[src/rtl/dhte_pkg.sv]
`timescale 1ns / 1ps
// ----------------------------------------------------------------------------
// dhte_pkg
// Shared types and codes of the double hash table engine.
// ----------------------------------------------------------------------------
package dhte_pkg;

	// request opcodes
	localparam logic [1:0] OP_INSERT = 2'd0;
	localparam logic [1:0] OP_LOOKUP = 2'd1;
	localparam logic [1:0] OP_REMOVE = 2'd2;

	// result status codes
	localparam logic [2:0] RS_INSERTED = 3'd0;
	localparam logic [2:0] RS_PRESENT  = 3'd1;
	localparam logic [2:0] RS_FULL     = 3'd2;
	localparam logic [2:0] RS_FOUND    = 3'd3;
	localparam logic [2:0] RS_MISSING  = 3'd4;
	localparam logic [2:0] RS_REMOVED  = 3'd5;

	// slot states
	localparam logic [1:0] SL_EMPTY = 2'd0;
	localparam logic [1:0] SL_USED  = 2'd1;
	localparam logic [1:0] SL_GRAVE = 2'd2;

	// hash seeds
	localparam logic [31:0] SEED_PRI = 32'd1;
	localparam logic [31:0] SEED_SEC = 32'd3;
	localparam logic [31:0] HASH_INIT = 32'hdeadbeef;

	// slot index bits carried in a queued request (covers the largest table)
	localparam int HASH_BITS = 16;
	localparam int QDEPTH = 2;

	typedef struct packed {
		logic [1:0]           op;
		logic [63:0]          key;
		logic [31:0]          pay;
		logic [HASH_BITS-1:0] h0;
		logic [HASH_BITS-1:0] h1;
	} req_t;

	typedef enum logic [1:0] {
		F_IDLE,
		F_HASH,
		F_PUSH
	} front_state_t;

	typedef enum logic [2:0] {
		B_CLEAR,
		B_IDLE,
		B_PROBE,
		B_EVAL,
		B_MOVE,
		B_DONE
	} back_state_t;

endpackage

[src/rtl/dhte_fifo.sv]
`timescale 1ns / 1ps
// ----------------------------------------------------------------------------
// dhte_fifo
// Two-entry request queue between front and back.
// ----------------------------------------------------------------------------
module dhte_fifo import dhte_pkg::*; (
	input  logic clk,
	input  logic arst_n,
	input  logic push,
	input  req_t wdata,
	output logic full,
	input  logic pop,
	output logic empty,
	output req_t rdata
);

	localparam int PW = $clog2(QDEPTH);

	req_t          mem_q [QDEPTH];
	logic [PW-1:0] wr_q;
	logic [PW-1:0] rd_q;
	logic [PW:0]   cnt_q;

	assign full  = (cnt_q == (PW+1)'(QDEPTH));
	assign empty = (cnt_q == '0);
	assign rdata = mem_q[rd_q];

	always_ff @(posedge clk or negedge arst_n) begin
		if (!arst_n) begin
			wr_q  <= '0;
			rd_q  <= '0;
			cnt_q <= '0;
		end else begin
			if (push && !full) begin
				wr_q <= wr_q + 1'b1;
			end
			if (pop && !empty) begin
				rd_q <= rd_q + 1'b1;
			end
			cnt_q <= cnt_q + (PW+1)'(push && !full) - (PW+1)'(pop && !empty);
		end
	end

	always_ff @(posedge clk) begin
		if (push && !full) begin
			mem_q[wr_q] <= wdata;
		end
	end

endmodule

[config.mk]
export PLATFORM = sky130hd
export DESIGN_NAME = dhte_fifo
export DESIGN_NICKNAME = d
export VERILOG_FILES = /design/src/rtl/dhte_pkg.sv /design/src/rtl/dhte_fifo.sv
export SDC_FILE = /design/constraint.sdc
export NUM_CORES = 1
export LEC_CHECK = 0
export ABC_CLOCK_PERIOD_IN_PS = 8800
export BUFFER_PORTS_ARGS = -buffer_cell sky130_fd_sc_hd__buf_2
export CORE_UTILIZATION = 30
export DETAILED_ROUTE_END_ITERATION = 8
export GPL_TIMING_DRIVEN = 0
export PLACE_DENSITY = 0.58
export SYNTH_ARGS = -nofsm -noshare
export SYNTH_HDL_FRONTEND = slang
export SYNTH_SLANG_ARGS = --single-unit
[constraint.sdc]
create_clock -name clk -period 8.8 [get_ports clk]
set_clock_uncertainty 0.1 [all_clocks]
set_input_delay 2.64 -clock clk [delete_from_list [all_inputs] [get_ports clk]]
set_output_delay 2.64 -clock clk [all_outputs]
set_load 0.01 [all_outputs]
==> parameters.txt <==
Parameter                              Value

Status
  Status    finished, final reports clean

Timing
  Actual transition at the worst max-transition pin    between 0.6 and 0.7 ns
  Final setup vio count    0
  Post-Route Setup TNS    0 ns
  Worst slew slack as a fraction of its limit    0.590
  Final Slew Violations    0
  Fraction of the cycle the final worst path needs    0.522
  Final hold slack    roughly 0.40 ns
  Peak Freq    between 200 and 250 MHz
  Tmin final    about 4.6 ns
  Final hold violation count    0
  Final setup margin    4.21 ns
  RSZ-0062 raised after global routing    no

Clocking
  CTS root buffer    sky130_fd_sc_hd__clkbuf_16
  CTS tree    done
  Number of buffers added by the clock tree synthesis step    29
  Number of sinks handled by clock tree synthesis    approximately 260
  Post-cts gate resize count    0
  Maximum number of buffers from clock root to sink    3
  Number of levels the H-tree was split into    1
  Latest clock arrival within the worst-skew pair    ~0.53 ns
  Post-CTS setup-driven buffer insertion count    0
  Clk slew on worst S/H paths    approximately 0.060 ns
  Hold buffer count at CTS    0

Setup path
  Slack of the worst reg-to-reg path    ~6.6 ns
  Worst path arrival time    around 1.9 ns
  Data required time at the worst endpoint    ~6.1 ns
  R2r startpoint    cnt_q[1]
  Type of destination of the critical path    output pin
  Capture point of the worst reg-to-reg path    mem_q[0][89]
  Critical Path Start Type    flip-flop
  Critical path class    flip-flop to output pin
  Largest fanout on the critical path    10
  R2R cell count    5

Placed design
  GP Congestion    between 0.6 and 0.7
  Placed inst area    around 0.012 mm^2
  IO buf count    about 270
  Pre-CTS setup slack    about 4.4 ns
  Post-detail-place hpwl    12800 um

Synthesis
  Number of warning messages in the yosys log    0
  Share of synthesized area occupied by flip-flops and latches    0.794
  Unique cell type count in the Yosys netlist    16
  Instance count of the mapped netlist    423
  Number of register bits inferred by synthesis    264
  Post-synth net total    559
  Cell area after technology mapping    around 0.01 mm^2
  Avg Inst Size Synth    roughly 24 um^2

Hold path
  Hold EP    cnt_q[1]
  Worst hold path depth    1
  Worst min-delay path startpoint    cnt_q[1]
  Worst hold path class    flip-flop to flip-flop

GRT
  Global-route wire length before repair    28300 um
  Fraction of met2 tracks used by global routing    0.177
  Met1 usage in global routing    0.131
  GR met3 Demand/Resource    0.0411
  Total global-route track usage    0.109
  Number of global-route vias before repair    5054
  Total grt overflow    0
  Maximum number of pins on one net before global-route repair    56
  Busiest layer in global routing    met2
  Number of antenna violations at the first check in global routing    1

Power and ir drop
  P_sw    between 0.001 and 0.0015 W
  Share of total power consumed by net switching    0.290
  Internal power of the cells    0.00303 W
  Power share of the combinational group    0.335
  Total power divided by cell area    between 300 and 400 mW/mm^2
  Worst-case vdd ir drop    between 0.2 and 0.25 mV
  Relative contribution of sequential cells to total power    0.416
  Power share of the clock group    0.249
  Static leakage    ~5 nW

Die
  Starting density of the core    0.305
  # IOs    about 270
  Chip Height    between 150 and 200 um
  Std cell rows    between 60 and 70
  Die area    0.0339 mm^2
  Total core area    between 0.03 and 0.04 mm^2
  Die width    between 150 and 200 um

Final layout
  Net count reported at finish    between 800 and 900
  Final standard cell area without fillers    approximately 0.013 mm^2
  Layout area overhead    29.1%
  Number of diodes added for antenna fixing    0
  Proportion of layout cells with a drive suffix above 1    0.617

Detailed routing
  Number of detailed-routing iterations run before antenna repair    4
  Vias post-DR    between 4000 and 5000
  Routed WL per cell    between 15 and 20 um
  Antenna Violating Nets Remaining    0
  Post-detailed-routing wire length    roughly 19000 um
  Drc violations    0
  Number of vias per cell after detailed routing    ~4.1
  Iteration-0 DRC count of the detailed router    between 150 and 200

Run
  # Max-Cap Violations    0
==> cell usage after synthesis, drive strengths merged <==
cell      n  area share
xnor2     3      0.0026
nand2b    1     0.00063
nor2b     1     0.00063
nor2      2     0.00075
nand2     1     0.00038
ha        2      0.0025
edfxtp  260        0.78
mux2    130        0.18
and3      1     0.00063
xor2      1     0.00088
dfrtp     4       0.010
inv       2     0.00075
buf      15       0.015
==> layout by cell type, fill, tap and decap left out <==
| master | instances |
|---|---|
| sky130_fd_sc_hd__inv_1 | 2 |
| sky130_fd_sc_hd__buf_6 | 10 |
| sky130_fd_sc_hd__buf_16 | 4 |
| sky130_fd_sc_hd__edfxtp_1 | 260 |
| sky130_fd_sc_hd__nor2b_1 | 1 |
| sky130_fd_sc_hd__nand2b_1 | 1 |
| sky130_fd_sc_hd__clkinv_1 | 6 |
| sky130_fd_sc_hd__clkbuf_16 | 29 |
| sky130_fd_sc_hd__clkinvlp_4 | 3 |
| sky130_fd_sc_hd__mux2_2 | 40 |
| sky130_fd_sc_hd__buf_2 | 269 |
| sky130_fd_sc_hd__buf_12 | 3 |
| sky130_fd_sc_hd__buf_8 | 1 |
| sky130_fd_sc_hd__xor2_1 | 1 |
| sky130_fd_sc_hd__clkinv_2 | 8 |
| sky130_fd_sc_hd__ha_1 | 2 |
| sky130_fd_sc_hd__dfrtp_1 | 4 |
| sky130_fd_sc_hd__nor2_1 | 1 |
| sky130_fd_sc_hd__clkbuf_1 | 4 |
| sky130_fd_sc_hd__nor2_4 | 1 |
| sky130_fd_sc_hd__clkinv_4 | 1 |
| sky130_fd_sc_hd__and3_4 | 1 |
| sky130_fd_sc_hd__mux2_4 | 90 |
| sky130_fd_sc_hd__nand2_1 | 1 |
| sky130_fd_sc_hd__xnor2_1 | 3 |
==> cell type report <==
class                   instances  area, um^2
flip-flops and latches        264        7910
clock inverters                18        93.8
repair buffers                272        1500
clock buffers                  33         741
fillers                      3023       19800
inverters                       2        7.51
plain buffers                  15         148
multi-input cells             142        1900
well taps                     442         553
==> worst max-delay path by stage <==
stage,depth (start not counted),endpoint,from,slack [ns]
floorplan,2,mem_q[0][0],push,2.14
global placement,3,mem_q[0][88],push,-0.24
detailed placement,5,mem_q[0][88],push,4.43
CTS,5,rdata[32],rd_q,4.12
global route,5,rdata[32],rd_q,4.08
finish,5,rdata[32],rd_q,4.21
==> cells by family after synthesis <==
group,count (synthesis),share of synthesized area
adder cells (fa/ha/maj),2,0.00251
buffers and inverters,17,0.0156
flip-flops,264,0.794
multiplexers,130,0.181
XOR/XNOR,4,0.00352
AND/OR/NAND/NOR,6,0.00302
==> worst max-delay path, stage by stage (launching register included) <==
cell and delay (ns):
sky130_fd_sc_hd__dfrtp_1 0.34, sky130_fd_sc_hd__buf_6 0.11, sky130_fd_sc_hd__buf_8 0.18, sky130_fd_sc_hd__buf_6 0.21, sky130_fd_sc_hd__mux2_4 0.31, sky130_fd_sc_hd__buf_2 0.15
==> registers in the layout (all words and copies together), names as in the netlist <==
register,cells
mem_q,260
cnt_q,2
rd_q,1
wr_q,1
==> routing by layer <==
layer | share of wire | vias to the layer above | wire [um]
met5 | 0.00053 | - | 10
met4 | 0.034 | 2 | 641
met3 | 0.088 | 41 | 1670
met2 | 0.47 | 189 | 8860
met1 | 0.41 | 2373 | 7760
li1 | - | 2296 | -
==> power groups by stage <==
stage / Combinational (W) / Sequential (W) / Clock, W
finish: 0.00143 / 0.00178 / 0.00106
detailed placement: 0.00146 / 0.00180 / 0
floorplan: 0.000923 / 0.00183 / 0
CTS: 0.00147 / 0.00178 / 0.00111
global route: 0.00154 / 0.00180 / 0.00115
global placement: 0.00140 / 0.00186 / 0
==> stage by stage <==
step | instances | power (W) | util
final | 1188 | 0.00427 | 0.394
after global routing | 1188 | 0.00449 | 0.394
after CTS | 1188 | 0.00436 | 0.394
after detailed placement | 1137 | 0.00327 | 0.368
after global placement | 1130 | 0.00326 | 0.363
after floorplan | 423 | 0.00275 | -
Power figures use the tool's default switching activity.
