`src/rtl/dhte_pkg.sv`:
```
`timescale 1ns / 1ps
// ----------------------------------------------------------------------------
// dhte_pkg
// Shared types and codes of the double hash table engine.
// ----------------------------------------------------------------------------
package dhte_pkg;

	// request opcodes
	localparam logic [1:0] OP_INSERT = 2'd0;
	localparam logic [1:0] OP_LOOKUP = 2'd1;
	localparam logic [1:0] OP_REMOVE = 2'd2;

	// result status codes
	localparam logic [2:0] RS_INSERTED = 3'd0;
	localparam logic [2:0] RS_PRESENT  = 3'd1;
	localparam logic [2:0] RS_FULL     = 3'd2;
	localparam logic [2:0] RS_FOUND    = 3'd3;
	localparam logic [2:0] RS_MISSING  = 3'd4;
	localparam logic [2:0] RS_REMOVED  = 3'd5;

	// slot states
	localparam logic [1:0] SL_EMPTY = 2'd0;
	localparam logic [1:0] SL_USED  = 2'd1;
	localparam logic [1:0] SL_GRAVE = 2'd2;

	// hash seeds
	localparam logic [31:0] SEED_PRI = 32'd1;
	localparam logic [31:0] SEED_SEC = 32'd3;
	localparam logic [31:0] HASH_INIT = 32'hdeadbeef;

	// slot index bits carried in a queued request (covers the largest table)
	localparam int HASH_BITS = 16;
	localparam int QDEPTH = 2;

	typedef struct packed {
		logic [1:0]           op;
		logic [63:0]          key;
		logic [31:0]          pay;
		logic [HASH_BITS-1:0] h0;
		logic [HASH_BITS-1:0] h1;
	} req_t;

	typedef enum logic [1:0] {
		F_IDLE,
		F_HASH,
		F_PUSH
	} front_state_t;

	typedef enum logic [2:0] {
		B_CLEAR,
		B_IDLE,
		B_PROBE,
		B_EVAL,
		B_MOVE,
		B_DONE
	} back_state_t;

endpackage

```
`src/rtl/dhte_front.sv`:
```
`timescale 1ns / 1ps
// ----------------------------------------------------------------------------
// dhte_front
// Takes request words, masks them and runs the key hash one mix step a cycle.
// ----------------------------------------------------------------------------
module dhte_front import dhte_pkg::*; #(
	parameter int KEY_BYTES = 8
) (
	input  logic        clk,
	input  logic        arst_n,
	input  logic        in_valid,
	output logic        in_stall,
	input  logic [1:0]  opcode,
	input  logic [63:0] key,
	input  logic [31:0] payload,
	input  logic        busy,
	output logic        push,
	output req_t        req,
	input  logic        full
);

	localparam int KW = KEY_BYTES * 8;
	localparam logic [63:0] KMASK = (KW == 64) ? {64{1'b1}} : ((64'd1 << KW) - 64'd1);
	localparam logic [2:0] LAST_STEP = 3'd6;

	function automatic logic [31:0] rotl(input logic [31:0] x, input int r);
		rotl = (x << r) | (x >> (32 - r));
	endfunction

	front_state_t state_q, state_d;
	logic [31:0]  a_q, b_q, c_q;
	logic [31:0]  a_d, b_d, c_d;
	logic [2:0]   step_q;
	logic [1:0]   op_q;
	logic [63:0]  key_q;
	logic [31:0]  pay_q;
	logic [63:0]  key_m;
	logic [31:0]  seed;
	logic         take;

	assign key_m = key & KMASK;
	assign seed  = HASH_INIT + 32'(KEY_BYTES) + SEED_PRI;

	// one mix step of the final lookup3 round
	always_comb begin
		a_d = a_q;
		b_d = b_q;
		c_d = c_q;
		case (step_q)
			3'd0: c_d = (c_q ^ b_q) - rotl(b_q, 14);
			3'd1: a_d = (a_q ^ c_q) - rotl(c_q, 11);
			3'd2: b_d = (b_q ^ a_q) - rotl(a_q, 25);
			3'd3: c_d = (c_q ^ b_q) - rotl(b_q, 16);
			3'd4: a_d = (a_q ^ c_q) - rotl(c_q, 4);
			3'd5: b_d = (b_q ^ a_q) - rotl(a_q, 14);
			3'd6: c_d = (c_q ^ b_q) - rotl(b_q, 24);
			default: ;
		endcase
	end

	always_comb begin
		state_d = state_q;
		unique case (state_q)
			F_IDLE: if (in_valid && !busy) state_d = F_HASH;
			F_HASH: if (step_q == LAST_STEP) state_d = F_PUSH;
			F_PUSH: if (!full) state_d = F_IDLE;
			default: state_d = F_IDLE;
		endcase
	end

	always_comb begin
		in_stall = 1'b1;
		push     = 1'b0;
		unique case (state_q)
			F_IDLE: in_stall = busy;
			F_HASH: ;
			F_PUSH: push = !full;
			default: ;
		endcase
	end

	assign take = in_valid && !in_stall;

	assign req.op  = op_q;
	assign req.key = key_q;
	assign req.pay = pay_q;
	assign req.h0  = c_q[HASH_BITS-1:0];
	assign req.h1  = b_q[HASH_BITS-1:0] | HASH_BITS'(1);

	always_ff @(posedge clk or negedge arst_n) begin
		if (!arst_n) begin
			state_q <= F_IDLE;
		end else begin
			state_q <= state_d;
		end
	end

	always_ff @(posedge clk) begin
		if (take) begin
			op_q   <= opcode;
			key_q  <= key_m;
			pay_q  <= payload;
			a_q    <= seed + key_m[31:0];
			b_q    <= seed + key_m[63:32];
			c_q    <= seed + SEED_SEC;
			step_q <= '0;
		end else if (state_q == F_HASH) begin
			a_q    <= a_d;
			b_q    <= b_d;
			c_q    <= c_d;
			step_q <= step_q + 3'd1;
		end
	end

endmodule

```
`config.mk`:
```
export PLATFORM = sky130hd
export DESIGN_NAME = dhte_front
export DESIGN_NICKNAME = d
export VERILOG_FILES = /design/src/rtl/dhte_pkg.sv /design/src/rtl/dhte_front.sv
export SDC_FILE = /design/constraint.sdc
export NUM_CORES = 1
export LEC_CHECK = 0
export BUFFER_PORTS_ARGS = -buffer_cell sky130_fd_sc_hd__buf_2
export CAP_MARGIN = 5
export CORE_MARGIN = 2
export CORE_UTILIZATION = 45
export DETAILED_ROUTE_END_ITERATION = 10
export HOLD_SLACK_MARGIN = 0.06
export PLACE_DENSITY = 0.67
export SYNTH_ARGS = -nofsm -noshare
export SYNTH_HDL_FRONTEND = slang
export SYNTH_SLANG_ARGS = --single-unit
```
`constraint.sdc`:
```
create_clock -name clk -period 6.2 [get_ports clk]
set_input_delay 1.24 -clock clk [delete_from_list [all_inputs] [get_ports clk]]
set_output_delay 1.24 -clock clk [all_outputs]
set_load 0.02 [all_outputs]
```
==> summary.md, run 1 <==
| Metric | Value |
|---|---|
| CP max stage delay | 600 ps |
| Crit. End Element | flop |
| Min Clock Period, post-route | 4730 ps |
| Worst-Margin Slew | between 1000 and 1500 ps |
| Post-cts resize count | 0 |
| Clk Latency, worst-skew pair | about 460 ps |
| Register area | approximately 5600 um2 |
| IO Count | 235 |
| R2R setup slack | 1470 ps |
| Core area | ~33,000 um2 |
| Synth cell count leaders | 162 x edfxtp_1, 155 x nand2_1, 150 x xor2_1 |
| N_diodes | 0 |
| Critical path type | reg2reg |
| RSZ-0062 raised after global routing | false |
| CP dominant cell by count | a21o_1 |
| Clock sinks | 199 |
| Max frequency | 211 MHz |
| First-pass GRT wire length | about 75,000 um |
| Area Overhead vs Synth | 13.2% |
| Vias in the first global route | between 10,000 and 15,000 |
| Clock tree buffer depth | 2 |
| Syn Nets | 1,830 |
| Gate Count Post-Synth | 1,624 |
| Total track usage | 0.278 |
| Root buf cell | clkbuf_16 |
| CTS tree | yes |
| Pin count of the biggest net entering global routing | approximately 90 |
| Fraction of layout cells with a size suffix above 1 | 0.166 |
| Htree depth | 4 |
| WP buf/inv | 3 |
| # setup viols final | 0 |
| Synthesized cell area | about 15,000 um2 |
| Gpl congestion | between 1 and 1.5 |
| Outcome | completed |
| Critical Path RT | between 6000 and 7000 ps |
| Fillers | 3,175 |
| Avg Cell Area, Syn | approximately 9.3 um2 |
| Max Slew Vio Count | 0 |
| Initial antenna violation count | 0 |
| Initial core utilization | 0.454 |
| Hold path endpoint | step_q[1] |
| Cts hold-fix bufs | 0 |
| Hold Path Class | reg2reg |
| Die extent in y | ~190 um |
| Vias per Instance | between 5 and 6 |
| Total number of yosys warnings | 0 |
| Max Clock Skew | 15.1 ps |
| Postcts setup bufs | 0 |
| Reg2Reg Depth | 17 |
| Detailed placement HPWL | about 37,000 um |
| Final WL | 49,400 um |
| Seq/Total Area, Yosys | 0.371 |
| Die area | 35,100 um2 |
| Slew HR | 0.248 |
| Multi-input gate area | 8950 um2 |
| Die width | 187 um |
| Starting DRT DRC Count | ~1,100 |
| Post-DRT Antenna Nets | 0 |
| Slowest stage cell on the critical path | a21oi_4 |
| Reg-to-Reg Start | step_q[0] |
| HP Start | step_q[1] |
| Area fraction of the dominant cell type after synthesis | 0.321 |
| Max_cap viols | 0 |
| Final Cycle Share | 0.763 |
| Yosys cell types | 76 |
| Hold path depth | 2 |
| Number of flops mapped to enable cells by yosys | 162 |
| Data arrival time of the worst path | between 5000 and 6000 ps |
| Crit Path Max Fanout | 36 |
| Setup TNS Final | 0 ps |
| FP Rows | 67 |
| First-pass DRT Iterations | 6 |
| Critical path startpoint category | flop |
| CTS Buf Count | 17 |
| Final Hold Viols | 0 |
| Residual DRC | 0 |
| Port buffer count | 233 |
| # nets final | ~2,000 |
| Post-synth ARST share | 0.0101 |
| Most frequent cell after synthesis | edfxtp_1 |
| Crit-path cells | inv_1 -> ha_1 -> and2_1 -> a21oi_4 -> buf_12 -> nor2_1 -> a221oi_1 -> ha_1 -> a21o_1 -> a21o_1 -> a21o_1 -> o211ai_1 -> a21oi_1 -> buf_4 -> o21ai_0 -> nand2_1 -> a311oi_1 |
| Via count | 13,400 |
| Register bit total from synthesis | slightly below 200 |
| GR Overflow Total | 0 |
| DR WL/cell | 21.8 um |
| Clk slew on worst S/H paths | 90 ps |
| Area contributors post-synth | edfxtp_1 32%, xor2_1 8.7%, ha_1 8.3%, dfxtp_1 4.6%, mux2i_1 4.5% |
| Main synth FF type | edfxtp_1 |
| Delay-heaviest family, CP | compound AO/OA/AOI/OAI gates |
| Synth area leader | edfxtp_1 |
| R2r endpoint | c_q[26] |
worst max-delay path by stage:
stage                         start  endpoint  slack, ps  cells after the start
final                     step_q[0]   c_q[26]       1470                     17
after global routing      step_q[0]   c_q[26]       1120                     18
after CTS                 step_q[1]   b_q[26]       1590                     16
after detailed placement  step_q[1]   b_q[26]       1630                     16
after global placement    step_q[0]   c_q[26]       1610                     18
after floorplan                busy    a_q[7]        820                      6
per-stage QoR:
stage | setup WS [ps] | util | hold slack (ps) | std cells | cell area (um2)
final | 1470 | 0.514 | 513 | 2262 | 17100
after global routing | 1120 | 0.514 | 535 | 2262 | 17100
after CTS | 1590 | 0.514 | 509 | 2262 | 17100
after detailed placement | 1630 | 0.497 | 497 | 2230 | 16600
after global placement | 1610 | 0.497 | 483 | 2230 | 16600
after floorplan | 817 | - | 469 | 1624 | 15100
cells by family after synthesis:
| family | after synthesis | synth area share |
|---|---|---|
| other | 1 | 0.000248 |
| adders and majority gates | 103 | 0.0866 |
| xor gates and xnor gates | 212 | 0.123 |
| muxes | 70 | 0.0464 |
| DFF | 199 | 0.371 |
| AOI/OAI and AO/OA | 454 | 0.196 |
| and+or+nand+nor | 456 | 0.138 |
| buffers and inverters | 129 | 0.0399 |
cells in the final DEF (no fill, tap or decap), types with 14 or more instances in the layout:
cell and count:
ha_1 100, o21a_1 14, nand2_1 154, a21oi_1 130, buf_2 233, o21ai_0 92
nand2b_1 25, xor2_1 150, or3_1 17, nand3_1 21, clkbuf_16 17, o21bai_1 14
o31ai_1 14, inv_1 38, a211oi_1 15, dfxtp_1 35, xnor2_1 62, a221oi_1 35
nor2b_1 15, mux2i_1 68, edfxtp_1 162, nor2_1 139, o211ai_1 17, a21o_1 50
nor3_1 32
tightest hold or removal path: cells and delay by family, from the launching register on:
family          cells  cell delay [ps]
flops               1              340
simple gates        1               70
compound gates      1               60
layer usage:
| metal | GRT usage | vias to the layer above | part of all wire |
|---|---|---|---|
| met2 | 0.442 | 638 | 0.45 |
| met4 | 0.126 | 0 | 0.042 |
| met1 | 0.372 | 6391 | 0.42 |
| met5 | 0 | - | 0 |
| met3 | 0.0471 | 111 | 0.086 |
| li1 | - | 6273 | - |
state kept, by name, indices dropped and copies added (netlist names):
| signal | cells |
|---|---|
| step_q | 3 |
| c_q | 32 |
| key_q | 64 |
| a_q | 32 |
| pay_q | 32 |
| op_q | 2 |
| b_q | 32 |
| state_q | 2 |
area by class of cell:
cell class / count / area share
inverters: 39 / 0.00883
multi-input cells: 1296 / 0.522
clock inverters: 15 / 0.00854
clock buffers: 17 / 0.0248
repair buffers: 248 / 0.0760
flip-flops and latches: 199 / 0.327
well taps: 448 / 0.0327
Power of run 1 is not shown: default switching activity piles up to over one toggle a cycle in this logic, so the estimate is an artifact.
==> run 2: changes to the inputs <==
Settings changed: PLACE_DENSITY 0.67 to 0.69.
Clock period 6.2 ns to 4.17 ns, I/O delays scaled along.
==> run 2 against run 1 <==
Maximum frequency increased by 16%. Worst hold slack worse by 380 ps. Non-clock buffer count grew 78. Wire length up 4.4%. Critical path depth fell by 1. Die area is the same. Register-to-register slack lost 1400 ps. Count of clock-buffer cells in the layout is 2 higher. Worst setup slack lost 1400 ps. Final cell count up 3.5%. Via count grew 1.5%. Sequential share of layout area is 1.3 points lower.
==> summary.md, run 2 (synthesized netlist as in run 1, its figures left out) <==
| Metric | Value |
|---|---|
| Outcome | completed |
| Total track usage | 0.291 (+0.0127) |
| Hold Path Class | in2async |
| Delay-heaviest family, CP | simple AND/OR/NAND/NOR gates |
| GR Overflow Total | 0 (unchanged) |
| Vias per Instance | 5.81 (-2.0%) |
| Die extent in y | 187 um (unchanged) |
| Commonest non-fill, non-tap cells in the layout | 233 x buf_2, 162 x edfxtp_1, 153 x nand2_1, 150 x xor2_1, 140 x nor2_1 |
| Most common cell after layout, fill and taps aside | buf_2 |
| Fraction of layout cells with a size suffix above 1 | 0.209 (+0.0427) |
| Initial antenna violation count | 0 (unchanged) |
| WP buf/inv | 3 (unchanged) |
| Min Clock Period, post-route | 4090 ps (-640 ps) |
| Worst setup margin | 79.2 ps (-1390 ps) |
| FP Rows | 67 (unchanged) |
| First-pass DRT Iterations | 5 (-1) |
| # setup viols final | 0 (unchanged) |
| Die width | 187 um (unchanged) |
| Htree depth | 4 (unchanged) |
| CP max stage delay | 550 ps (-50 ps) |
| Gpl congestion | 0.999 (-2.9%) |
| Crit-path cells | inv_1 -> ha_1 -> and2_2 -> a21oi_4 -> buf_4 -> buf_8 -> nor2_1 -> a221oi_1 -> ha_1 -> a21o_1 -> or3_1 -> a31o_1 -> and3_4 -> or4_1 -> a211oi_2 -> or3_1 |
| Crit Path Max Fanout | 24 (-33%) |
| Area Overhead vs Synth | 18.0% |
| Largest Register | key_q |
| Max Clock Skew | 14.5 ps (-0.601 ps) |
| Die area | 35,100 um2 (unchanged) |
| Post-DRT Antenna Nets | 0 (unchanged) |
| Via count | 13,600 (+1.5%) |
| Fillers | 3,129 (-1.4%) |
| CTS Buf Count | 17 (unchanged) |
| Root buf cell | clkbuf_16 |
| Worst-Margin Slew | 880 ps (-246 ps) |
| Final Hold Viols | 0 (unchanged) |
| Max Slew Vio Count | 0 (unchanged) |
| Reg2Reg Depth | 16 (-1) |
| IO Count | 235 (unchanged) |
| # nets final | 2,086 (+3.9%) |
| Clock sinks | 199 (unchanged) |
| Residual DRC | 0 (unchanged) |
| DR WL/cell | 22.0 um (+0.83%) |
| Final WL | 51,500 um (+4.4%) |
| Starting DRT DRC Count | 1,227 (+7.4%) |
| Max_cap viols | 0 (unchanged) |
| Pin count of the biggest net entering global routing | 103 (+17%) |
| Slowest stage cell on the critical path | or4_1 |
| Crit. End Element | flop |
| WP depth | 16 (-1) |
| Critical path startpoint category | flop |
| Max reg flops | 64 (unchanged) |
| N_diodes | 0 (unchanged) |
| Port buffer count | 233 (unchanged) |
| Min Hold Slack | 138 ps (-375 ps) |
| Clock tree buffer depth | 2 (unchanged) |
| Clk slew on worst S/H paths | 80 ps (about the same) |
| Data arrival time of the worst path | 4510 ps (-600 ps) |
| Initial core utilization | 0.454 (unchanged) |
| Max frequency | 244 MHz (+16%) |
| Critical Path RT | 4580 ps (-2000 ps) |
| Core area | 33,400 um2 (unchanged) |
| Final Cycle Share | 0.981 (+0.218) |
| Detailed placement HPWL | 39,500 um (+6.0%) |
| Pre-CTS WS | 18.6 ps (-1610 ps) |
| Vias in the first global route | 13,400 (+3.6%) |
| Clk Latency, worst-skew pair | 470 ps (about the same) |
| Slew HR | 0.413 (+0.166) |
| First-pass GRT wire length | 77,700 um (+3.2%) |
| R2R setup slack | 80 ps (-1390 ps) |
| Critical path type | reg2reg |
| CTS tree | yes |
-- run 2: cell types whose count changed in the layout (fill, tap and decap cells not counted), sizes merged --
| cell | delta |
|---|---|
| buf | +78 |
| clkbuf | +2 |
| clkinv | -3 |
| clkinvlp | -2 |
| inv | +2 |
| bufinv | +1 |
| a21oi | +1 |
-- run 2: final timing paths --
check / startpoint / to
max: step_q[0] / c_q[31]
max in group asynchronous: arst_n / state_q[1]
max reg2reg: step_q[0] / c_q[31]
min: arst_n / state_q[0]
min reg2reg: step_q[1] / step_q[1]
min in group clk: step_q[1] / step_q[1]
-- run 2: final cells by class --
type / count / area [um2] / area share
flip-flops and latches: 199 / 5620 / 0.314
clock inverters: 13 / 156 / 0.00875
inverters: 39 / 151 / 0.00847
repair buffers: 326 / 1920 / 0.107
multi-input cells: 1297 / 9030 / 0.505
clock buffers: 19 / 433 / 0.0242
well taps: 448 / 561 / 0.0314
-- run 2: worst register-to-register path, delay by kind of cell (launching register included) --
kind / cells / cell delay [ps]
and+or+nand+nor: 6 / 1430
buffers and inverters: 3 / 390
DFF: 1 / 370
AOI/OAI and AO/OA: 5 / 1280
adders and majority gates: 2 / 570
-- run 2: repair_timing --
action,4_1_cts,5_1_grt
hold buffers,0,0
resized for setup,0,26
buffers inserted,0,6
setup endpoints to repair,0,26
-- run 2: per-layer routing --
layer  share of wire  wire length [um]  up-vias  GRT usage
li1                -                 -     6427          -
met1            0.43             22000     6419      0.387
met2            0.44             22900      632      0.450
met3           0.087              4480      132     0.0702
met4           0.042              2150        0      0.128
met5               0                 0        -          0
-- run 2: per-stage QoR --
step	area, um2	setup TNS, ps	std cells	util
after floorplan	15200	0	1624	-
after global placement	17100	0	2302	0.513
after CTS	17700	0	2334	0.531
after detailed placement	17100	0	2302	0.513
after global routing	17900	-59.2	2341	0.536
final	17900	0	2341	0.536
Power of run 2 is left out for the same reason.
==> run 3: changes to the inputs <==
Settings changed: CORE_ASPECT_RATIO from default to 1.25.
==> run 3 against run 2 <==
First-iteration DRC count increased by 11%. Register-to-register slack improved by 97 ps. Clock skew decreased by 5.5 ps. Maximum frequency increased by 2.4%. Critical path depth increased by 2. Worst hold slack got worse by 1.6 ps. Final cell count decreased by 2.2%. Global-route usage decreased by 0.45 points. Die area about the same. Sequential cell count unchanged. Wire length decreased by 2.1%. Non-clock buffer count decreased by 25.
==> summary.md, run 3 (synthesized netlist as in run 1, its figures left out) <==
| Metric | Value |
|---|---|
| Outcome | completed |
| Die area | 35,200 um2 (about the same) |
| Placed Area | 17,000 um2 (-1.0%) |
| Crit Path Max Fanout | 4 (-83%) |
| Critical path type | reg2reg |
| Fin area | 17,700 um2 (-1.0%) |
| Die width | 168 um (-10%) |
| Data arrival time of the worst path | 4360 ps (-150 ps) |
| First-pass GRT wire length | 76,200 um (-1.9%) |
| IO Count | 235 (unchanged) |
| Hold Path Class | in2async |
| N_diodes | 0 (unchanged) |
| Fraction of layout cells with a size suffix above 1 | 0.194 (-0.0148) |
| Clock tree buffer depth | 2 (unchanged) |
| Max reg flops | 64 (unchanged) |
| Detailed placement HPWL | 38,900 um (-1.5%) |
| # setup viols final | 0 (unchanged) |
| Max Clock Skew | 8.98 ps (-5.54 ps) |
| # nets final | 2,060 (-1.2%) |
| Most common cell after layout, fill and taps aside | buf_2 |
| GR Overflow Total | 0 (unchanged) |
| Final Cycle Share | 0.958 (-0.0232) |
| Core area | 33,400 um2 (+0.13%) |
| Max_cap viols | 0 (unchanged) |
| Die extent in y | 209 um (+12%) |
| Initial core utilization | 0.453 (-0.000578) |
| Residual DRC | 0 (unchanged) |
| Via count | 13,600 (-0.35%) |
| Worst-Margin Slew | 747 ps (-133 ps) |
| GR Util met2 | 0.476 (+0.0260) |
| Min Hold Slack | 136 ps (-1.60 ps) |
| CTS Buf Count | 17 (unchanged) |
| Root buf cell | clkbuf_16 |
| Port buffer count | 233 (unchanged) |
| Clk Latency, worst-skew pair | 470 ps (about the same) |
| Total track usage | 0.286 (-0.00454) |
| Busiest grt layer | met2 |
| Crit. End Element | flop |
| Largest Register | key_q |
| Max Slew Vio Count | 0 (unchanged) |
| Slew HR | 0.489 (+0.0756) |
| Clock sinks | 199 (unchanged) |
| Met3 Use GR | 0.0375 (-0.0327) |
| Final Hold Viols | 0 (unchanged) |
| Post-DRT Antenna Nets | 0 (unchanged) |
| CTS tree | yes |
| Initial antenna violation count | 0 (unchanged) |
| R2R setup slack | 180 ps (+100 ps) |
| First-pass DRT Iterations | 6 (+1) |
| Area Overhead vs Synth | 16.8% |
| Critical path startpoint category | flop |
| Vias per Instance | 5.92 (+1.9%) |
| Starting DRT DRC Count | 1,364 (+11%) |
| Max frequency | 250 MHz (+2.4%) |
| Min Clock Period, post-route | 3990 ps (-96.6 ps) |
| Vias in the first global route | 13,000 (-2.7%) |
| Critical Path RT | 4540 ps (-40 ps) |
| DR WL/cell | 22.0 um (+0.10%) |
| Met1 track demand over resource | 0.354 (-0.0325) |
| Htree depth | 4 (unchanged) |
| Gpl congestion | 1.02 (+2.6%) |
| Clk slew on worst S/H paths | 80 ps (about the same) |
| Pin count of the biggest net entering global routing | 53 (-49%) |
| Commonest non-fill, non-tap cells in the layout | 233 x buf_2, 162 x edfxtp_1, 153 x nand2_1, 150 x xor2_1, 140 x nor2_1 |
| Final WL | 50,400 um (-2.1%) |
| FP Rows | 75 (+12%) |
## run 3: changes by cell type in the layout (fill, tap and decap cells not counted), moves of 2 or more
cell,previous run,this run
a211oi_1,11,13
a211oi_2,4,2
a221oi_1,30,33
a221oi_2,5,2
buf_12,3,5
buf_4,86,61
buf_6,3,0
clkbuf_1,2,0
clkinvlp_4,1,3
inv_8,4,2
o21ai_0,89,91
## run 3: path summary, 6_finish.rpt
path	from	end	cells after the start
worst max register to register	step_q[0]	c_q[30]	18
worst max-delay path	step_q[0]	c_q[30]	18
worst min register to register	step_q[1]	step_q[1]	2
min in group clk	step_q[1]	step_q[1]	2
max in group asynchronous	arst_n	state_q[1]	1
worst min-delay path	arst_n	state_q[0]	1
## run 3: routing by layer
metal  vias up  share of wire  wire length [um]
met1      6461           0.40             20200
met3       154          0.064              3200
met5         -              0                 0
met2       567           0.47             23900
li1       6380              -                 -
met4         0          0.063              3160
## run 3: area by class of cell
type                       instances  area [um2]
sequential                       199        5620
clock buffer                      17         425
inverter                          39         151
clock inverter                    15         195
tap                              423         529
fill                            3064       15700
multi-input combinational       1296        9000
timing repair buffer             301        1760
## run 3: critical path, stage by stage, from the launching register on
cell	delay (ps)
dfxtp_2	370
inv_1	70
ha_1	200
and2_1	190
buf_4	160
a221o_1	350
ha_1	230
fa_1	460
nor2b_1	170
o21a_1	160
o21ai_0	130
a211oi_2	250
buf_4	150
o211ai_1	120
a21oi_1	180
buf_4	150
o2111ai_1	140
a21o_1	210
a31o_2	220
## run 3: repair_timing
| item | in CTS | in global routing |
|---|---|---|
| endpoints found under the setup margin | 1 | 17 |
| hold buffers | 0 | 0 |
| setup buffers | 0 | 2 |
| pin swaps | 0 | 2 |
| gates cloned | 0 | 1 |
| resized for setup | 1 | 12 |
## run 3: stage by stage
step | util | setup WS (ps) | cells | setup TNS (ps)
floorplan | - | 57.3 | 1624 | 0
global placement | 0.508 | 33.6 | 2255 | 0
detailed placement | 0.508 | 46.3 | 2255 | 0
CTS | 0.526 | 76.1 | 2287 | 0
global route | 0.529 | -48.5 | 2290 | -91.4
finish | 0.529 | 176 | 2290 | 0
Power of run 3 is left out for the same reason.
